===== src/hdl/vla_pkg.sv =====
// Shared types and constants for the voice list allocator.
// Used by vla_cell, voice_list_allocator and the bench; depends on nothing else.
package vla_pkg;

  // Event kinds carried on s_tuser
  localparam logic [1:0] KIND_TRIGGER = 2'd0;
  localparam logic [1:0] KIND_SWEEP   = 2'd1;
  localparam logic [1:0] KIND_READ    = 2'd2;

  localparam int KIND_W      = 2;
  localparam int IN_DATA_W   = 24;
  localparam int OUT_DATA_W  = 16;
  localparam int LSC_W       = 9;
  localparam int MASK_W      = 8;
  localparam int POS_W       = 3;
  localparam int SAMPLE_IN_W = 8;
  localparam int COUNT_OUT_W = 4;
  localparam int READ_OUT_W  = 8;

  // Input beat layout
  localparam int IN_IDX_LSB  = 0;
  localparam int IN_RETRIG   = 8;
  localparam int IN_MASK_LSB = 9;
  localparam int IN_POS_LSB  = 17;

  // Output beat layout
  localparam int OUT_STATUS    = 0;
  localparam int OUT_COUNT_LSB = 1;
  localparam int OUT_EVICTED   = 5;
  localparam int OUT_READ_LSB  = 6;

  // Command broadcast to every cell of the chain
  typedef struct packed {
    logic mark_same;  // flag entries equal to the broadcast index
    logic mark_done;  // flag entries whose done bit is set
    logic step;       // close the first hole by one place
    logic load;       // write the broadcast index into the tail cell
  } cell_cmd_t;

  typedef enum logic [3:0] {
    ST_IDLE    = 4'b0001,
    ST_SQUEEZE = 4'b0010,
    ST_APPEND  = 4'b0100,
    ST_DONE    = 4'b1000
  } state_t;

endpackage


===== src/hdl/vla_cell.sv =====
// One list position of the voice list: sample index plus a hole flag.
// Shifts left from its right neighbor while closing holes; uses vla_pkg.
module vla_cell #(
  parameter int IW = 8
) (
  input  logic                clk,
  input  logic                rst,
  input  vla_pkg::cell_cmd_t  cmd,
  input  logic [IW-1:0]       idx,
  input  logic                live,
  input  logic                tail,
  input  logic                done_bit,
  input  logic [IW-1:0]       right_sample,
  input  logic                right_hole,
  input  logic                shift_in,
  output logic                shift_out,
  output logic [IW-1:0]       sample,
  output logic                hole
);

  logic take_right;
  logic take_idx;

  // everything at or after the first hole moves one place left
  assign shift_out  = shift_in | hole;
  assign take_right = cmd.step & shift_out;
  assign take_idx   = cmd.load & tail;

  always_ff @(posedge clk) begin
    if (take_right) begin
      sample <= right_sample;
    end else if (take_idx) begin
      sample <= idx;
    end
  end

  always_ff @(posedge clk) begin
    if (rst) begin
      hole <= 1'b0;
    end else begin
      priority if (take_right) begin
        hole <= right_hole;
      end else if (take_idx) begin
        hole <= 1'b0;
      end else if (cmd.mark_same || cmd.mark_done) begin
        hole <= live & ((cmd.mark_same & (sample == idx)) | (cmd.mark_done & done_bit));
      end
    end
  end

endmodule


===== src/hdl/voice_list_allocator.sv =====
// Voice list allocator top level: control sequencer, chain of vla_cell, output register.
// Depends on vla_pkg and vla_cell.
//
//  channel | signals                                   | beat
//  s_      | s_tvalid s_tready s_tdata[23:0] s_tuser   | one event
//  m_      | m_tvalid m_tready m_tdata[15:0]           | one result per event
//  cfg_    | cfg_valid cfg_ready cfg_data[8:0]         | loaded sample count
//
// Read, unused kind and rejected trigger: accept goes straight to the result state.
// Trigger: append; retrigger first squeezes out the removed voices, eviction squeezes out the oldest after the append.
// Sweep: squeeze out each finished voice; the hole-closing step of the
// cell chain removes one entry per cycle.
// rst is synchronous; list count and hole flags clear, entries are not cleared.
// A waiting result stalls the next event only in its DONE state.
module voice_list_allocator #(
  parameter int VOICE_LIMIT = 8,
  parameter int INDEX_BITS  = 8
) (
  input  logic                               clk,
  input  logic                               rst,
  input  logic                               s_tvalid,
  output logic                               s_tready,
  // sample_index[7:0], retrigger[8], finished_mask[16:9], position[19:17], zero pad
  input  logic [vla_pkg::IN_DATA_W-1:0]      s_tdata,
  // kind[1:0]
  input  logic [vla_pkg::KIND_W-1:0]         s_tuser,
  output logic                               m_tvalid,
  input  logic                               m_tready,
  // status[0], active_count[4:1], evicted[5], read_index[13:6], zero pad
  output logic [vla_pkg::OUT_DATA_W-1:0]     m_tdata,
  input  logic                               cfg_valid,
  output logic                               cfg_ready,
  input  logic [vla_pkg::LSC_W-1:0]          cfg_data
);

  localparam int VL   = VOICE_LIMIT;
  localparam int IW   = INDEX_BITS;
  localparam int CNTW = $clog2(VL + 1);
  localparam int CMPW = (IW > vla_pkg::LSC_W) ? IW : vla_pkg::LSC_W;
  localparam int PCW  = (CNTW > vla_pkg::POS_W) ? CNTW : vla_pkg::POS_W;

  vla_pkg::state_t state, state_next;

  logic [vla_pkg::LSC_W-1:0] lsc;
  logic [CNTW-1:0]           count;

  logic [vla_pkg::KIND_W-1:0] kind_q;
  logic [IW-1:0]              idx_q;
  logic [vla_pkg::POS_W-1:0]  pos_q;
  logic                       err_q;
  logic                       ev_q;
  logic                       app_q;

  logic                       accept;
  logic [vla_pkg::KIND_W-1:0] in_kind;
  logic [IW-1:0]              in_idx;
  logic                       in_retrig;
  logic [vla_pkg::MASK_W-1:0] in_mask;
  logic                       in_range;

  vla_pkg::cell_cmd_t cmd;
  logic [IW-1:0]      cell_idx;
  logic [VL-1:0]      live_vec;
  logic [VL-1:0]      tail_vec;
  logic [VL-1:0]      done_vec;
  logic [VL-1:0]      hole_vec;
  logic [VL-1:0]      shift_vec;
  logic [IW-1:0]      sample_vec [VL];
  logic               any_hole;
  logic               evict_now;
  logic               out_free;

  logic [IW-1:0]      rd_val;

  logic                        st_q;
  logic [vla_pkg::COUNT_OUT_W-1:0] cnt_q;
  logic                        evo_q;
  logic [vla_pkg::READ_OUT_W-1:0]  rd_q;

  assign cfg_ready = 1'b1;
  assign s_tready  = (state == vla_pkg::ST_IDLE);
  assign accept    = s_tvalid & s_tready;
  assign out_free  = ~m_tvalid | m_tready;

  assign in_kind   = s_tuser;
  assign in_idx    = IW'(s_tdata[vla_pkg::IN_IDX_LSB +: vla_pkg::SAMPLE_IN_W]);
  assign in_retrig = s_tdata[vla_pkg::IN_RETRIG];
  assign in_mask   = s_tdata[vla_pkg::IN_MASK_LSB +: vla_pkg::MASK_W];
  assign in_range  = CMPW'(in_idx) < CMPW'(lsc);

  assign any_hole  = |hole_vec;
  assign evict_now = (count == CNTW'(VL - 1));
  assign cell_idx  = (state == vla_pkg::ST_IDLE) ? in_idx : idx_q;

  always_ff @(posedge clk) begin
    if (rst) begin
      lsc <= '0;
    end else if (cfg_valid && cfg_ready) begin
      lsc <= cfg_data;
    end
  end

  // Per-position flags for the chain
  always_comb begin
    for (int i = 0; i < VL; i++) begin
      live_vec[i] = CNTW'(i) < count;
      tail_vec[i] = CNTW'(i) == count;
      if (state == vla_pkg::ST_APPEND) begin
        done_vec[i] = (i == 0);
      end else if (i < vla_pkg::MASK_W) begin
        done_vec[i] = in_mask[i];
      end else begin
        done_vec[i] = 1'b0;
      end
    end
  end

  always_comb begin
    cmd = '0;
    unique case (state)
      vla_pkg::ST_IDLE: begin
        if (accept && in_kind == vla_pkg::KIND_TRIGGER && in_range && in_retrig) begin
          cmd.mark_same = 1'b1;
        end
        if (accept && in_kind == vla_pkg::KIND_SWEEP) begin
          cmd.mark_done = 1'b1;
        end
      end
      vla_pkg::ST_SQUEEZE: cmd.step = any_hole;
      vla_pkg::ST_APPEND: begin
        cmd.load      = 1'b1;
        cmd.mark_done = evict_now;
      end
      vla_pkg::ST_DONE: cmd = '0;
      default: cmd = '0;
    endcase
  end

  genvar g;
  generate
    for (g = 0; g < VL; g++) begin : g_cell
      logic [IW-1:0] r_sample;
      logic          r_hole;
      if (g < VL - 1) begin : g_mid
        assign r_sample = sample_vec[g+1];
        assign r_hole   = hole_vec[g+1];
      end else begin : g_end
        assign r_sample = sample_vec[g];
        assign r_hole   = 1'b0;
      end
      if (g == 0) begin : g_head
        assign shift_vec[g] = 1'b0;
      end
      if (g < VL - 1) begin : g_link
        vla_cell #(.IW(IW)) u_cell (
          .clk          (clk),
          .rst          (rst),
          .cmd          (cmd),
          .idx          (cell_idx),
          .live         (live_vec[g]),
          .tail         (tail_vec[g]),
          .done_bit     (done_vec[g]),
          .right_sample (r_sample),
          .right_hole   (r_hole),
          .shift_in     (shift_vec[g]),
          .shift_out    (shift_vec[g+1]),
          .sample       (sample_vec[g]),
          .hole         (hole_vec[g])
        );
      end else begin : g_last
        vla_cell #(.IW(IW)) u_cell (
          .clk          (clk),
          .rst          (rst),
          .cmd          (cmd),
          .idx          (cell_idx),
          .live         (live_vec[g]),
          .tail         (tail_vec[g]),
          .done_bit     (done_vec[g]),
          .right_sample (r_sample),
          .right_hole   (r_hole),
          .shift_in     (shift_vec[g]),
          .shift_out    (),
          .sample       (sample_vec[g]),
          .hole         (hole_vec[g])
        );
      end
    end
  endgenerate

  always_comb begin
    state_next = state;
    unique case (state)
      vla_pkg::ST_IDLE: begin
        if (accept) begin
          if (in_kind == vla_pkg::KIND_TRIGGER && in_range) begin
            state_next = in_retrig ? vla_pkg::ST_SQUEEZE : vla_pkg::ST_APPEND;
          end else if (in_kind == vla_pkg::KIND_SWEEP) begin
            state_next = vla_pkg::ST_SQUEEZE;
          end else begin
            state_next = vla_pkg::ST_DONE;
          end
        end
      end
      vla_pkg::ST_SQUEEZE: begin
        if (!any_hole) begin
          state_next = (kind_q == vla_pkg::KIND_TRIGGER && !app_q) ?
                       vla_pkg::ST_APPEND : vla_pkg::ST_DONE;
        end
      end
      vla_pkg::ST_APPEND: state_next = evict_now ? vla_pkg::ST_SQUEEZE : vla_pkg::ST_DONE;
      vla_pkg::ST_DONE:   state_next = out_free ? vla_pkg::ST_IDLE : vla_pkg::ST_DONE;
      default:            state_next = vla_pkg::ST_IDLE;
    endcase
  end

  always_ff @(posedge clk) begin
    if (rst) begin
      state <= vla_pkg::ST_IDLE;
      count <= '0;
    end else begin
      state <= state_next;
      if (cmd.step) begin
        count <= count - CNTW'(1);
      end else if (cmd.load) begin
        count <= count + CNTW'(1);
      end
    end
  end

  // Latch the event fields on accept; note append and eviction in ST_APPEND
  always_ff @(posedge clk) begin
    if (accept) begin
      kind_q <= in_kind;
      idx_q  <= in_idx;
      pos_q  <= s_tdata[vla_pkg::IN_POS_LSB +: vla_pkg::POS_W];
      err_q  <= (in_kind == vla_pkg::KIND_TRIGGER) & ~in_range;
      ev_q   <= 1'b0;
      app_q  <= 1'b0;
    end else if (state == vla_pkg::ST_APPEND) begin
      app_q <= 1'b1;
      if (evict_now) begin
        ev_q <= 1'b1;
      end
    end
  end

  always_comb begin
    rd_val = '0;
    for (int i = 0; i < VL; i++) begin
      if (PCW'(i) == PCW'(pos_q)) begin
        rd_val = sample_vec[i];
      end
    end
    if (kind_q != vla_pkg::KIND_READ || !(PCW'(pos_q) < PCW'(count))) begin
      rd_val = '0;
    end
  end

  // Output register; hold the beat until taken
  always_ff @(posedge clk) begin
    if (rst) begin
      m_tvalid <= 1'b0;
    end else if (state == vla_pkg::ST_DONE && out_free) begin
      m_tvalid <= 1'b1;
    end else if (m_tready) begin
      m_tvalid <= 1'b0;
    end
  end

  always_ff @(posedge clk) begin
    if (state == vla_pkg::ST_DONE && out_free) begin
      st_q  <= err_q;
      cnt_q <= vla_pkg::COUNT_OUT_W'(count);
      evo_q <= ev_q;
      rd_q  <= vla_pkg::READ_OUT_W'(rd_val);
    end
  end

  always_comb begin
    m_tdata = '0;
    m_tdata[vla_pkg::OUT_STATUS]                                = st_q;
    m_tdata[vla_pkg::OUT_COUNT_LSB +: vla_pkg::COUNT_OUT_W]     = cnt_q;
    m_tdata[vla_pkg::OUT_EVICTED]                               = evo_q;
    m_tdata[vla_pkg::OUT_READ_LSB +: vla_pkg::READ_OUT_W]       = rd_q;
  end

  a_idle_room: assert property (@(posedge clk) disable iff (rst)
    (state == vla_pkg::ST_IDLE) |-> (count < CNTW'(VL)))
    else $error("list full while idle");

  a_holes_in_list: assert property (@(posedge clk) disable iff (rst)
    (hole_vec & ~live_vec) == '0)
    else $error("hole flagged beyond list end");

  a_idle_compact: assert property (@(posedge clk) disable iff (rst)
    (state == vla_pkg::ST_IDLE) |-> (hole_vec == '0))
    else $error("holes left after compaction");

  a_evict_full: assert property (@(posedge clk) disable iff (rst)
    (state == vla_pkg::ST_APPEND && evict_now) |=> (count == CNTW'(VL) && hole_vec[0]))
    else $error("eviction did not mark the oldest voice");

endmodule


===== config.mk =====
export PLATFORM = sky130hd
export DESIGN_NAME = voice_list_allocator
export DESIGN_NICKNAME = d
export VERILOG_FILES = /design/src/hdl/vla_pkg.sv /design/src/hdl/vla_cell.sv /design/src/hdl/voice_list_allocator.sv
export SDC_FILE = /design/constraint.sdc
export NUM_CORES = 1
export LEC_CHECK = 0
export BUFFER_PORTS_ARGS = -buffer_cell sky130_fd_sc_hd__buf_2
export CAP_MARGIN = 0
export CORE_ASPECT_RATIO = 0.75
export CORE_MARGIN = 1.5
export CORE_UTILIZATION = 50
export DETAILED_ROUTE_END_ITERATION = 12
export PLACE_DENSITY = 0.7
export SLEW_MARGIN = 20
export SYNTH_ARGS = -nofsm -noshare
export SYNTH_HDL_FRONTEND = slang
export SYNTH_SLANG_ARGS = --single-unit

===== constraint.sdc =====
create_clock -name clk -period 2.4 [get_ports clk]
set_input_delay 0.36 -clock clk [delete_from_list [all_inputs] [get_ports clk]]
set_output_delay 0.36 -clock clk [all_outputs]
set_load 0.05 [all_outputs]

# Yosys cells after proc, flatten, opt, wreduce, memory -nomap -nowiden
# Cells that the tools add are included.
# word_totals
word_cells,241
input_bits,40
reg_bits,120
out_inout_bits,19
# op_classes
n_eq_ne,31
n_bitwise,61
muxes,71
n_addsub,2
n_reduce_logical,36
magnitude_cmp,10
# ops
op,count
two-way mux 8 bit,23
equality test 8 bit,8
bitwise AND 1 bit,42
two-way mux 1 bit,36
two-way mux 4 bit,9
nonzero test 3 bit,7
nonzero test 2 bit,9
"equality test 3 x 4 -> 1 bit, first input constant",4
"less-than comparator 3 x 4 -> 1 bit, first input constant",4
OR 1 bit,16
one-hot mux 4 bit (4 select lines),1
"equality test 3 bit, first input constant",4
less-than comparator 8 x 9 -> 1 bit,1
"equality test 2 x 4 -> 1 bit, first input constant",2
"equality test 4 x 3 -> 1 bit, second input constant",2
"less-than comparator 1 x 4 -> 1 bit, first input constant",2
"less-than comparator 2 x 4 -> 1 bit, first input constant",2
OR reduction 8 bit,1
logical AND 1 bit,7
"equality test 2 x 3 -> 1 bit, first input constant",2
AND reduction 2 bit,3
"adder 4 x 1 -> 4 bit, second input constant",1
"equality test 1 x 4 -> 1 bit, first input constant",1
"equality test 4 x 1 -> 1 bit, second input constant",1
17 further kinds,23

# Depth between registers and ports, before layout
# depth
word_depth,13
depth_mapped,10
ltp_nobuf,9

# Cells and area by module
# A second synthesis with hierarchy kept.
# hier_totals
cells_unflattened,597
area_unflattened_um2,7065.5
# modules_own_cells
module,cells_each,seq_area_each_um2,instances,area_each_um2
vla_cell,41,260.2,8,514.2
voice_list_allocator,269,1241.2,1,2951.6

# Worst setup path before layout
# Ideal clock, no wire load.
# synth_timing
kind,register to register
start,register state[3]
end,"register g_cell[5].g_link.u_cell.sample[3], data pin"
slack_ps,-142
period_less_slack_ps,2542
setup_time_ps,273
stages_incl_launch_ff,8
t_required_ps,2127
path_buffers,2
arrival_time_ps,2269
path_cell_list,dfxtp_1 > or4b_1 > buf_6 > inv_2 > clkbuf_1 > nor2_1 > a21oi_1 > a21oi_1
# synth_between
elab_chain_len,4
word_cells_on_any_way,7
classes_between,2 x eq/ne; 4 x mux; 1 x bitwise
# synth_lines
element,line_no,rtl
"start, declared",voice_list_allocator.sv:42,"vla_pkg::state_t state, state_next;"
"start signal, assigned",voice_list_allocator.sv:218,state <= vla_pkg::ST_IDLE;
"start signal, assigned",voice_list_allocator.sv:221,state <= state_next;
equality test 4 x 1 -> 1 bit,-,
net s_tready,voice_list_allocator.sv:22,"output logic s_tready,"
two-way mux 8 bit,voice_list_allocator.sv:93,assign cell_idx = (state == vla_pkg::ST_IDLE) ? in_idx : idx_q;
two-way mux 8 bit,vla_cell.sv:32,end else if (take_idx) begin
two-way mux 8 bit,vla_cell.sv:30,if (take_right) begin
"end signal, assigned",vla_cell.sv:31,sample <= right_sample;
"end signal, assigned",vla_cell.sv:33,sample <= idx;
"end, declared",vla_cell.sv:17,"output logic [IW-1:0] sample,"
# The timed path passes the listed nets, and every way through them passes these cells. The select of a mux whose other input is x is not followed.
# A chain may end at the register's enable or synchronous reset.

# Worst setup path after layout
# layout_timing
start,register state[2]
end,register g_cell[2].g_link.u_cell.hole
# layout_between
elab_chain_len,13
word_cells_on_any_way,28
classes_between,4 x eq/ne; 11 x mux; 7 x bitwise; 6 x reduce/logical
# layout_lines
element,line_no,rtl
equality test 4 x 1 -> 1 bit,"voice_list_allocator.sv:81, voice_list_allocator.sv:93, voice_list_allocator.sv:120",
bitwise AND 1 bit,voice_list_allocator.sv:82,assign accept = s_tvalid & s_tready;
logical AND 1 bit (3 in series),voice_list_allocator.sv:122,if (accept && in_kind == vla_pkg::KIND_TRIGGER && in_range && in_retrig) begin
two-way mux 1 bit,voice_list_allocator.sv:122,
two-way mux 1 bit,voice_list_allocator.sv:120,unique case (state)
bitwise AND 1 bit,vla_cell.sv:46,hole <= live & ((cmd.mark_same & (sample == idx)) | (cmd.mark_done & done_bit));
OR 1 bit,vla_cell.sv:46,
bitwise AND 1 bit,vla_cell.sv:46,
two-way mux 1 bit,vla_cell.sv:45,end else if (cmd.mark_same || cmd.mark_done) begin
two-way mux 1 bit,vla_cell.sv:43,end else if (take_idx) begin
two-way mux 1 bit,vla_cell.sv:41,priority if (take_right) begin
"end signal, assigned",vla_cell.sv:42,hole <= right_hole;
"end signal, assigned",vla_cell.sv:46,
"end, declared",vla_cell.sv:18,output logic hole
# Several ways; a longest one is shown, not always the timed one. The select of a mux whose other input is x is not followed.

==> impl_metrics.csv <==
group,metric,value,unit
outcome,run_status,"finished with violations",
outcome,violations,"setup timing",
clock_network,cts.path.max_buffers,2,
power_and_ir_drop,combinationalPowerShare,0.200,
job,maxCapViolations,0,
floorplan,dieArea,0.0155,mm²
sta,finalHoldViolCount,0,
grt,grt_pass1_vias,6473,
setup_path,worstPathRequired,2.76,ns
power_and_ir_drop,leakage,3.69,nW
setup_path,r2r_setup_slack,-0.01,ns
sta,min_period,2.41,ns
detailed_routing,routed_wl,27800,µm
logic_synthesis,synth_edf_count,92,
clock_network,tritoncts,"built",
detailed_routing,drtIter0Drc,1044,
clock_network,cts_hold_buf,0,
logic_synthesis,syn_area_per_cell,9.75,µm²
hold_path,min_from,"s_tdata[18]",
layout,insertedDiodeCount,0,
logic_synthesis,yosysWarningCount,0,
floorplan,core_area,0.0144,mm²
power_and_ir_drop,p_seq_frac,0.384,
detailed_routing,avgRoutedWirePerCell,24.9,µm
logic_synthesis,synthFlopType,"edfxtp_1",
hold_path,holdPathStages,1,
sta,clock.fmax,414,MHz
sta,post-route-period-util,1.01,
placement,dpl.hpwl,20900,µm
logic_synthesis,synthAdderAreaFrac,0.0221,
floorplan,rows,38,
grt,grt-ovfl-total,0,
logic_synthesis,synth_xor_area_frac,0.0786,
grt,antenna_found_initial,1,
logic_synthesis,ys_types,70,
logic_synthesis,synthCells,754,
setup_path,worstSetupStartpointType,"flip-flop",
placement,portBuffers,51,
detailed_routing,vias,7066,
sta,setup_ws,-0.0143,ns
setup_path,end_kind,"flip-flop",
logic_synthesis,synth_top_family_by_area,"compound AO/OA/AOI/OAI gates",
logic_synthesis,synth_simple_gate_area_frac,0.147,
clock_network,clock_latency,0.43,ns
layout,final_cell_mix,"buf_4 (109), nor2_1 (106), edfxtp_1 (92), a21oi_1 (76)",
layout,syn2layout_area_growth,29.2,%
grt,grt_pass1_wl,40200,µm
clock_network,htreeDepth,4,
detailed_routing,drc,0,
power_and_ir_drop,switching_share,0.291,
sta,worstMarginPinSlew,0.618,ns
power_and_ir_drop,clock_power_share,0.416,
grt,grt_max_degree,28,
sta,rsz0062_at_grt,"true",
detailed_routing,drt-vias-per-instance,6.34,
clock_network,path_clk_slew,0.06,ns
setup_path,rr_startpoint,"state[2]",
setup_path,cp_max_fo,7,
layout,n_fill_cell,1151,
floorplan,start_util,0.511,
layout,drive_gt1_frac,0.284,
placement,dp_slack,-0.237,ns
logic_synthesis,synthMuxAreaShare,0.0611,
setup_path,r2r-end,"g_cell[2].g_link.u_cell.hole",
clock_network,cts-root-buf,"clkbuf_16",
grt,grtUsageTotal,0.367,
logic_synthesis,synth-compound-area-share,0.181,
power_and_ir_drop,vdd_drop_max,0.576,mV
clock_network,cts.sinks,120,
layout,final_common_cell,"buf_4",
detailed_routing,ant_nets,0,
logic_synthesis,ys_ff_latch,120,
placement,gp_congestion,1.01,
floorplan,io_pins,59,
power_and_ir_drop,p_int,0.00436,W
sta,finClkSkew,0.0112,ns
clock_network,numCtsBuffers,17,
power_and_ir_drop,power_switching,0.00179,W
floorplan,dieHeight,108,µm
sta,report.final.slew_viol_count,0,
layout,finalNetCount,954,
logic_synthesis,ys_seq_area_frac,0.452,
floorplan,dieWidth,143,µm
logic_synthesis,synth_area,0.00735,mm²
power_and_ir_drop,power_density,648,mW/mm²
logic_synthesis,async_flop_share,0,
setup_path,cp.arrival,2.77,ns
setup_path,rr_worst_depth,12,
hold_path,hold_path.class,"in -> reg",
sta,max-slew-margin-rel,0.587,
sta,setup-violations-final,1,
sta,setup_tns,-0.0143,ns
detailed_routing,firstDrtPassIters,6,
setup_path,worstSetupPathType,"reg -> reg",
hold_path,holdPathEnd,"pos_q[1]",
==> power groups by stage <==
stage | clock network (W) | registers [W] | logic [W]
6_report | 0.00256 | 0.00236 | 0.00123
2_1_floorplan | 0 | 0.00240 | 0.000606
3_3_place_gp | 0 | 0.00240 | 0.00106
3_5_place_dp | 0 | 0.00241 | 0.00107
5_1_grt | 0.00265 | 0.00237 | 0.00130
4_1_cts | 0.00255 | 0.00236 | 0.00109
==> through the flow <==
| step | std cells | utilization | power, W | cell area, µm² | hold slack, ns |
|---|---|---|---|---|---|
| finish | 1114 | 0.659 | 0.00615 | 9500 | 0.103 |
| CTS | 1104 | 0.641 | 0.00600 | 9230 | 0.102 |
| global placement | 1071 | 0.596 | 0.00346 | 8590 | 0.406 |
| floorplan | 755 | - | 0.00301 | 7360 | 0.400 |
| detailed placement | 1071 | 0.596 | 0.00348 | 8590 | 0.433 |
| global route | 1114 | 0.659 | 0.00631 | 9500 | 0.0962 |
==> worst max-delay path: stages, from the launching register on <==
cell,delay (ns)
dfxtp_2,0.32
or4b_4,0.58
buf_8,0.17
inv_8,0.06
buf_12,0.12
buf_12,0.12
buf_8,0.12
nand3_2,0.08
a21oi_2,0.15
nor2_2,0.07
nor4_2,0.29
a21oi_1,0.10
a21oi_1,0.14
==> cell usage after synthesis, types with 5 or more instances <==
cell type / count / area, µm²
a2111oi_0: 11 / 96.3
ha_1: 13 / 163
nor3_1: 16 / 80.1
o22ai_1: 14 / 87.6
a21oi_1: 78 / 390
nor4_1: 8 / 50.1
xor2_1: 23 / 201
buf_4: 5 / 37.5
o2111ai_1: 8 / 70.1
o221ai_1: 8 / 70.1
nor2_1: 108 / 405
inv_1: 51 / 191
dfxtp_1: 28 / 561
nand3_1: 13 / 65.1
and2_1: 5 / 31.3
nand2b_1: 11 / 68.8
o21ai_0: 21 / 105
xnor2_1: 43 / 377
clkbuf_1: 33 / 124
mux2i_1: 21 / 210
edfxtp_1: 92 / 2760
nand2_1: 29 / 109
a221oi_1: 5 / 43.8
a31oi_1: 8 / 50.1
mux4_2: 10 / 225
o22a_1: 7 / 61.3
nand4_1: 7 / 43.8
==> per-layer routing <==
layer,global-route usage,share of wire,vias to the layer above
met3,0.113,0.13,82
li1,-,-,3083
met1,0.537,0.42,3382
met4,0.123,0.035,0
met5,0,0,-
met2,0.511,0.41,519
==> cell type report <==
class / count / area [µm²] / area share
Clock inverter: 10 / 83.8 / 0.00882
Multi-Input combinational cell: 536 / 3810 / 0.401
Clock buffer: 22 / 508 / 0.0535
Timing Repair Buffer: 174 / 1320 / 0.139
Inverter: 52 / 203 / 0.0213
Sequential cell: 120 / 3320 / 0.350
Tap cell: 200 / 250 / 0.0263
==> worst max-delay path by stage <==
stage	startpoint	to	slack [ns]	cells after the start
4_1_cts	state[3]	g_cell[7].g_last.u_cell.hole	0.006	8
3_3_place_gp	state[3]	g_cell[1].g_link.u_cell.hole	-0.17	8
2_1_floorplan	state[3]	g_cell[3].g_link.u_cell.hole	0.03	8
3_5_place_dp	state[3]	g_cell[1].g_link.u_cell.hole	-0.24	8
5_1_grt	state[0]	g_cell[7].g_last.u_cell.hole	-0.07	10
6_report	state[2]	g_cell[2].g_link.u_cell.hole	-0.01	12
==> sequential cells by signal (all words and copies together) (netlist names), 2 cells and up <==
signal,cells
state,4
g_cell.g_link.u_cell.hole,7
g_cell.g_link.u_cell.sample,56
g_cell.g_last.u_cell.sample,8
lsc,9
pos_q,3
count,4
rd_q,8
cnt_q,4
kind_q,2
idx_q,8
==> kinds of logic (layout without fill, tap and decap cells) <==
family | count (synthesis) | in the layout
AOI/OAI and AO/OA | 199 | 199
xor gates and xnor gates | 66 | 66
adders and majority gates | 13 | 13
buffers and inverters | 99 | 258
DFF | 120 | 120
muxes | 32 | 32
other | 2 | 3
and+or+nand+nor | 223 | 223
==> repair_timing <==
item	CTS	global route
resized for setup	11	46
pin swaps	5	17
gates cloned	0	0
setup buffers	1	10
endpoints found under the setup margin	9	16
Note: power is estimated with default switching activity, not from simulation.
